===== src/design/ibh_pkg.sv =====
`timescale 1ns / 1ps
`default_nettype none
// ----------------------------------------------------------------------------
// ibh_pkg
// Types and codes shared by the indexed binary heap controller and datapath.
// ----------------------------------------------------------------------------
package ibh_pkg;

  localparam logic [1:0] ACT_INSERT = 2'd0;
  localparam logic [1:0] ACT_REMOVE = 2'd1;
  localparam logic [1:0] ACT_UPDATE = 2'd2;
  localparam logic [1:0] ACT_NOP    = 2'd3;

  localparam logic [1:0] ST_OK     = 2'd0;
  localparam logic [1:0] ST_FULL   = 2'd1;
  localparam logic [1:0] ST_EMPTY  = 2'd2;
  localparam logic [1:0] ST_ABSENT = 2'd3;

  // Datapath operations issued by the controller.
  typedef enum logic [3:0] {
    OP_NONE      = 4'd0,
    OP_LOAD      = 4'd1,  // capture the item, look up its position
    OP_DECIDE    = 4'd2,  // classify the item, read root / its current slot
    OP_RD_KIDS   = 4'd3,  // read both children of the hole
    OP_DOWN_CMP  = 4'd4,  // compare, maybe move a child up
    OP_RD_PARENT = 4'd5,  // read the parent of the hole
    OP_UP_CMP    = 4'd6,  // compare, maybe move the parent down
    OP_PLACE     = 4'd7,  // write the item into the hole
    OP_RD_LAST   = 4'd8   // read the last slot for a remove
  } dp_op_t;

  typedef struct packed {
    dp_op_t op;
  } dp_cmd_t;

  typedef struct packed {
    logic no_work;   // item finishes right after DECIDE
    logic is_insert_new;
    logic down_done;
    logic up_done;
  } dp_stat_t;

endpackage
`default_nettype wire


===== src/design/ibh_controller.sv =====
`timescale 1ns / 1ps
`default_nettype none
// ----------------------------------------------------------------------------
// ibh_controller
// Sequences the heap operations and runs the item handshakes.
// ----------------------------------------------------------------------------
module ibh_controller (
  input  wire logic clk,
  input  wire logic rst,
  input  wire logic in_fire,
  input  wire logic is_remove,
  input  wire ibh_pkg::dp_stat_t stat,
  output ibh_pkg::dp_cmd_t cmd,
  output logic busy,
  output logic out_valid,
  input  wire logic out_stall
);
  import ibh_pkg::*;

  typedef enum logic [10:0] {
    S_IDLE   = 11'b00000000001,
    S_DECIDE = 11'b00000000010,
    S_RLAST  = 11'b00000000100,
    S_WAIT   = 11'b00000001000,
    S_KIDS   = 11'b00000010000,
    S_DCMP   = 11'b00000100000,
    S_PAR    = 11'b00001000000,
    S_UCMP   = 11'b00010000000,
    S_PLACE  = 11'b00100000000,
    S_OUT    = 11'b01000000000,
    S_PAD    = 11'b10000000000
  } state_t;

  state_t state, state_next;
  logic remove_q;

  always_comb begin
    state_next = state;
    cmd.op = OP_NONE;
    case (state)
      S_IDLE: if (in_fire) begin
        cmd.op = OP_LOAD;
        state_next = S_DECIDE;
      end
      S_DECIDE: begin
        cmd.op = OP_DECIDE;
        if (stat.no_work) state_next = S_OUT;
        else if (is_remove) state_next = S_RLAST;
        else if (stat.is_insert_new) state_next = S_PAR;
        else state_next = S_WAIT;
      end
      S_RLAST: begin
        cmd.op = OP_RD_LAST;
        state_next = S_WAIT;
      end
      S_WAIT: state_next = S_PAD;
      S_PAD: state_next = S_KIDS;
      S_KIDS: begin
        cmd.op = OP_RD_KIDS;
        state_next = S_DCMP;
      end
      S_DCMP: begin
        cmd.op = OP_DOWN_CMP;
        if (stat.down_done) state_next = remove_q ? S_PLACE : S_PAR;
        else state_next = S_KIDS;
      end
      S_PAR: begin
        cmd.op = OP_RD_PARENT;
        state_next = S_UCMP;
      end
      S_UCMP: begin
        cmd.op = OP_UP_CMP;
        state_next = stat.up_done ? S_PLACE : S_PAR;
      end
      S_PLACE: begin
        cmd.op = OP_PLACE;
        state_next = S_OUT;
      end
      S_OUT: if (!out_stall) state_next = S_IDLE;
      default: state_next = S_IDLE;
    endcase
  end

  always_ff @(posedge clk) begin
    if (rst) begin
      state <= S_IDLE;
      remove_q <= 1'b0;
    end else begin
      state <= state_next;
      if (state == S_DECIDE) remove_q <= is_remove;
    end
  end

  assign busy = (state != S_IDLE);
  assign out_valid = (state == S_OUT);
endmodule
`default_nettype wire


===== config.mk =====
export PLATFORM = sky130hd
export DESIGN_NAME = ibh_controller
export DESIGN_NICKNAME = d
export VERILOG_FILES = /design/src/design/ibh_pkg.sv /design/src/design/ibh_controller.sv
export SDC_FILE = /design/constraint.sdc
export NUM_CORES = 1
export LEC_CHECK = 0
export BUFFER_PORTS_ARGS = -buffer_cell sky130_fd_sc_hd__buf_2
export CORE_MARGIN = 8
export CORE_UTILIZATION = 57
export CTS_CLUSTER_DIAMETER = 80
export DETAILED_ROUTE_END_ITERATION = 16
export GPL_TIMING_DRIVEN = 0
export PLACE_DENSITY_LB_ADDON = 0.3
export SYNTH_ARGS = -nofsm -noshare
export SYNTH_HDL_FRONTEND = slang
export SYNTH_SLANG_ARGS = --single-unit

===== constraint.sdc =====
create_clock -name clk -period 4.1 [get_ports clk]
set_input_delay 0.41 -clock clk [delete_from_list [all_inputs] [get_ports clk]]
set_output_delay 0.41 -clock clk [all_outputs]
set_load 0.01 [all_outputs]

; ---- Word-level counts from Yosys, hierarchy flattened
; Cells that the tools add are included.
[op_classes]
n_eq_ne = 14
n_mux = 11
n_reduce_logical = 1
[op_table]
columns = op, count
row1 = $pmux W11 S11, 1
row2 = $pmux W4 S8, 1
row3 = $mux W9, 3
row4 = $mux W11, 2
row5 = $mux W7, 2
row6 = $eq A11 B1 Y1 const B, 1
row7 = $eq A11 B10 Y1 const B, 1
row8 = $eq A11 B11 Y1 const B, 1
row9 = $eq A11 B2 Y1 const B, 1
row10 = $eq A11 B3 Y1 const B, 1
row11 = $eq A11 B4 Y1 const B, 1
row12 = $eq A11 B5 Y1 const B, 1
row13 = $eq A11 B6 Y1 const B, 1
row14 = $eq A11 B7 Y1 const B, 1
row15 = $eq A11 B8 Y1 const B, 1
row16 = $eq A11 B9 Y1 const B, 1
row17 = $ne A11 B1 Y1 const B, 1
row18 = $mux W10, 1
row19 = $ne A2 B2 Y1 const B, 2
row20 = $reduce_and A2 Y1, 1
row21 = $mux W1, 1
[totals]
regBits = 12
wordCells = 28

; ---- Logic depth before layout (Yosys ltp)
; Gate-level depths: netlist of the first run.
[logic_depth]
depth_word = 4
mapped_depth = 6
depth_no_buf = 4

; ---- Least setup slack after synthesis of the first run
; Ideal clock, no wire load.
[synth_path]
kind = flip-flop to output port
from = register state[2]
to = output port cmd[0] (netlist bit)
arrival_ns = 1.551
required_ns = 3.690
slack_ns = 2.139
stages_incl_launch_ff = 6
path_buffers = 1
cell_sequence = dfxtp_1 buf_2 nor4_2 nand2_2 or4_1 nand3_1
[synth_lines]
columns = element, line
row1 = "start, declared", ibh_controller.sv:34  ; state_t state, state_next;
row2 = "start signal, assigned", ibh_controller.sv:89  ; state <= state_next;
row3 = "end, declared", ibh_controller.sv:13  ; output ibh_pkg::dp_cmd_t cmd,

==> results.tsv, run 1 <==
metric	value	unit
switching power	95.31	uW
layout cell share with drive strength beyond 1	0.2895	
WP data required	3690	ps
Routed Antenna Nets	0	
final worst slack	1569	ps
Worst Hold Depth	2	
top_reg_cell synth	dfxtp_1	
TNS Setup	0	ps
Synth-to-Final Area Change	13.43	%
sw frac	0.3324	
commonest non-fill, non-tap cell in the layout	buf_2	
Seq pwr share	0.454	
post-synthesis sequential area ratio	0.2866	
clk_lat worst skew	270	ps
drt pass-1 iters	4	
largest fanout on the critical path	9	
Worst R2R Path Depth	6	
Detailed Place HPWL	1525	um
All-Layer GR Usage	0.1530	
total clock sinks	12	
CTS hold repair buffers	0	
CTS Root Cell	clkbuf_4	
Tightest Pin Transition	530.2	ps
Hold Path Class	input pin to register	
flops & latches, synth	12	
chip height	54.35	um
DR DRC count	0	
Final Hold Viols	0	
peak supply drop	0.2135	mV
Die W	54.35	um
clk buf depth	2	
period utilization	0.6173	
leak pwr	0.3905	nW
Post-CTS Setup Inserts	0	
synthesized instance count	97	
CP Launch Type	register	
Routed wire per std cell	15.28	um
Comb pwr share	0.294	
clock skew	0.5813	ps
via/cell ratio	6.231	
post-route minimum period	2531	ps
Clk pin slew, worst setup/hold paths	70	ps
utilization after layout	0.6620	
Initial Util	0.5836	
syn_area_per_cell	8.642	sq um
internal power	191.4	uW
type of the worst setup path	register to primary output	
largest net degree at the start of global routing	11	
commonest cells after routing, fill and taps aside	buf_2 (19), dfxtp_1 (12), nor2_1 (9)	
Place WS	1875	ps
Seq. cell area	240.2	sq um
CORE AREA	1436	sq um
Post-CTS Resized	0	
f_max	0.3951	GHz
Async S/R FF share, synth	0	
# placed instances	127	
# rows	14	
endpoint class of the critical path	primary output	
synthesis warning total	0	
Final GP Congestion	0.8403	
Synth Cell Area	838.3	sq um
synth unique cells	43	
Nets	125	
Remaining Overflow, GRT	0	
Power, Total	286.8	uW
initial antenna violation count	0	
CP arrival	2120	ps
clock group share of total power	0.252	
Antenna diodes	0	
power density cells	301.6	nW/um^2
vias in the first global route	767	
CTS buffer count	3	
Ports	15	
vias	810	
first-pass GRT wire length	3305	um
IO buf count	14	
RSZ-0062 raised after global routing	false	
reg2reg setup slack	2260	ps
outcome	complete, no violations	
Final Max Slew Viols	0	
final setup fails	0	
DRT Wirelength	1987	um
Detailed Route Iter0 Violations	36	
Post-synth EDFFs	0	
Net Count, Synth	106	
Die Area	2954	sq um
max cap viols	0	
Fillers	131	
Finished Layout Cells	130	
Slew Limit Headroom	0.6436	
area occupied by multi-input gates	550.5	sq um
CTS tree	yes	
CTS H-Tree Depth	1	
==> worst max-delay path, stage by stage, from the launching register on <==
cell and delay (ps):
dfxtp_1 300, clkbuf_1 220, nor4_2 450, nand2_2 170
or4_1 490, nand3_1 90, buf_2 130
==> final timing paths <==
check	from	endpoint
setup reg to reg	state[7]	state[3]
hold reg to reg	remove_q	remove_q
hold / removal	rst	remove_q
setup / recovery	state[3]	cmd[0]
==> per-stage QoR <==
step,instance area (sq um),hold slack [ps]
after floorplan,838.3,476.9
after global placement,928.4,506.5
after detailed placement,928.4,514.2
after CTS,950.9,343.9
after global routing,950.9,344.8
final,950.9,345.6
==> cell type report <==
type | instances | area share
sequential | 12 | 0.2526
buffer | 7 | 0.04211
timing repair buffer | 14 | 0.07368
multi-input combinational | 76 | 0.5789
inverter | 2 | 0.007895
clock buffer | 3 | 0.02368
tap | 16 | 0.02105
==> cell usage after synthesis (2+ instances only) <==
| cell | count | share of area |
|---|---|---|
| nor4_2 | 2 | 0.030 |
| nor3_1 | 2 | 0.012 |
| nor2_1 | 9 | 0.040 |
| nand2b_1 | 3 | 0.022 |
| nand3_1 | 4 | 0.024 |
| o31ai_1 | 2 | 0.018 |
| nor4_1 | 3 | 0.022 |
| dfxtp_1 | 12 | 0.29 |
| xnor2_1 | 2 | 0.021 |
| nor3_2 | 2 | 0.024 |
| and2_1 | 3 | 0.022 |
| xor2_1 | 4 | 0.042 |
| or4b_1 | 3 | 0.036 |
| nand4_1 | 4 | 0.030 |
| nand2_1 | 4 | 0.018 |
| a21oi_1 | 2 | 0.012 |
| or4_1 | 2 | 0.018 |
| o21ai_0 | 3 | 0.018 |
| inv_1 | 2 | 0.0090 |
| buf_2 | 5 | 0.030 |
| nand3b_1 | 2 | 0.018 |
==> registers in the layout (all words and copies together), names as in the netlist <==
| name | count |
|---|---|
| state | 11 |
| remove_q | 1 |
==> kinds of logic after synthesis <==
kind of cell / count (synthesis) / synth area share
and+or+nand+nor: 53 / 0.4403
buffers and inverters: 9 / 0.05671
DFF: 12 / 0.2866
AOI/OAI and AO/OA: 16 / 0.1418
muxes: 1 / 0.01194
xor gates and xnor gates: 6 / 0.06269
==> routing by layer <==
layer / routed length [um] / track usage
met5: 0 / 0
met3: 116 / 0.03533
met2: 932 / 0.2500
met4: 30 / 0.08607
met1: 908 / 0.1797
==> power by group through the flow <==
stage	logic, mW	registers (mW)	clock network (mW)
2_1_floorplan	0.0597	0.131	0
3_3_place_gp	0.0813	0.132	0
3_5_place_dp	0.0835	0.133	0
4_1_cts	0.0837	0.130	0.0734
5_1_grt	0.0931	0.131	0.0785
6_report	0.0843	0.130	0.0722
No activity file was read; power rests on OpenSTA's default activity.
==> run 2, diff against run 1 <==
Settings changed: CORE_UTILIZATION 57 to 53.
Clock period 4.1 ns to 2.5 ns, I/O delays scaled along.
==> run 2 against run 1 <==
Against the previous run: non-clock buffer count is the same; clock power grew 130%; total power grew 82%; via count grew 0.62%; critical path depth is the same; clock-buffer cell count grew 1; cell area grew 2.4%; sequential power grew 66%; highest routed layer unchanged.
==> results.tsv, run 2 (synthesized netlist as in run 1, its figures left out) <==
metric	value	unit
outcome	complete, no violations	
clock group share of total power	0.315	
CTS buffer count	3	
Comb pwr share	0.271	
largest net degree at the start of global routing	11	
CP Launch Type	register	
Finished Layout Cells	131	
Post-CTS Setup Inserts	0	
Final Hold Viols	0	
layout cell share with drive strength beyond 1	0.2957	
largest register by flop count	state	
first-pass GRT wire length	3677	um
# placed instances	127	
chip height	55.77	um
IO buf count	14	
Routed wire per std cell	15.56	um
area occupied by multi-input gates	559.3	sq um
CTS hold repair buffers	0	
vias	815	
Ports	15	
Seq. cell area	240.2	sq um
clock skew	0.8822	ps
Clk pin slew, worst setup/hold paths	80	ps
total clock sinks	12	
Tightest Pin Transition	546.6	ps
CTS H-Tree Depth	1	
initial antenna violation count	0	
Slew Limit Headroom	0.6356	
clk_lat worst skew	280	ps
biggest registers after layout	state x11, remove_q x1	
# rows	14	
commonest non-fill, non-tap cell in the layout	buf_2	
Routed Antenna Nets	0	
Nets	125	
Fillers	126	
TNS Setup	0	ps
RSZ-0062 raised after global routing	false	
Final GP Congestion	0.7984	
drt pass-1 iters	4	
Final Max Slew Viols	0	
All-Layer GR Usage	0.1388	
WP data required	2250	ps
Detailed Route Iter0 Violations	18	
via/cell ratio	6.221	
Synth-to-Final Area Change	16.12	%
leak pwr	0.3992	nW
Initial Util	0.5630	
largest fanout on the critical path	9	
CTS tree	yes	
max cap viols	0	
max reg flops	11	
Antenna diodes	0	
DRT Wirelength	2039	um
CORE AREA	1489	sq um
endpoint class of the critical path	primary output	
CTS Root Cell	clkbuf_4	
clk buf depth	2	
period utilization	0.9034	
post-route minimum period	2259	ps
commonest cells after routing, fill and taps aside	buf_2 (19), dfxtp_1 (12), nor2_1 (9)	
Die Area	3110	sq um
DR DRC count	0	
utilization after layout	0.6538	
switching power	171.7	uW
Hold Path Class	input pin to register	
power density cells	536.1	nW/um^2
final setup fails	0	
Remaining Overflow, GRT	0	
vias in the first global route	828	
Seq pwr share	0.414	
CP arrival	2010	ps
internal power	350.2	uW
sw frac	0.3289	
peak supply drop	0.3683	mV
Die W	55.77	um
Detailed Place HPWL	1495	um
type of the worst setup path	register to primary output	
f_max	0.4428	GHz
run 2: cell types whose count changed in the layout (fill, tap and decap cells not counted):
cell / change
nor4_2: -1
clkbuf_8: +1
nor4_4: +1
run 2: timing repair:
item | 4_1_cts | 5_1_grt
resized for setup | 0 | 1
hold endpoints to repair | 0 | 0
endpoints found under the setup margin | 0 | 1
run 2: final cells by class:
| cell class | count | area share |
|---|---|---|
| plain buffers | 7 | 0.04113 |
| clock buffers | 4 | 0.03728 |
| inverters | 2 | 0.007712 |
| multi-input cells | 76 | 0.5745 |
| flip-flops and latches | 12 | 0.2468 |
| well taps | 16 | 0.02057 |
| repair buffers | 14 | 0.07198 |
run 2: power groups by stage:
stage	combinational (mW)	clock, mW	sequential [mW]
after global placement	0.134	0	0.217
after CTS	0.138	0.169	0.213
after global routing	0.158	0.177	0.217
after floorplan	0.0978	0	0.215
after detailed placement	0.137	0	0.218
final	0.142	0.164	0.216
run 2: metrics by stage:
step | power (mW) | cell area, sq um | worst slack (ps) | hold slack [ps]
2_1_floorplan | 0.3129 | 838.3 | 699.3 | 322.4
3_3_place_gp | 0.3509 | 928.4 | 496.2 | 462.1
3_5_place_dp | 0.3549 | 928.4 | 474.7 | 467.5
4_1_cts | 0.5200 | 964.7 | 148.4 | 156.1
5_1_grt | 0.5521 | 973.4 | 75.96 | 169.7
6_report | 0.5219 | 973.4 | 241.4 | 160.6
run 2: per-layer routing:
layer	global-route usage	part of all wire	vias to the layer above
li1	-	-	405
met3	0.03196	0.052	5
met4	0.06690	0.018	0
met1	0.1741	0.46	376
met2	0.2147	0.47	29
met5	0	0	-
run 2: path summary, 6_finish.rpt:
kind	slack (ps)	startpoint	cells past startpoint	endpoint
hold / removal	160	rst	2	remove_q
setup reg to reg	650	state[3]	5	state[7]
setup / recovery	240	state[3]	6	cmd[0]
hold reg to reg	530	remove_q	2	remove_q
run 2: critical path: stages, from the launching register on:
cell and delay [ps]:
dfxtp_1 300, clkbuf_1 250, nor4_4 320, nand2_2 150, or4_1 480, nand3_1 90
buf_2 130
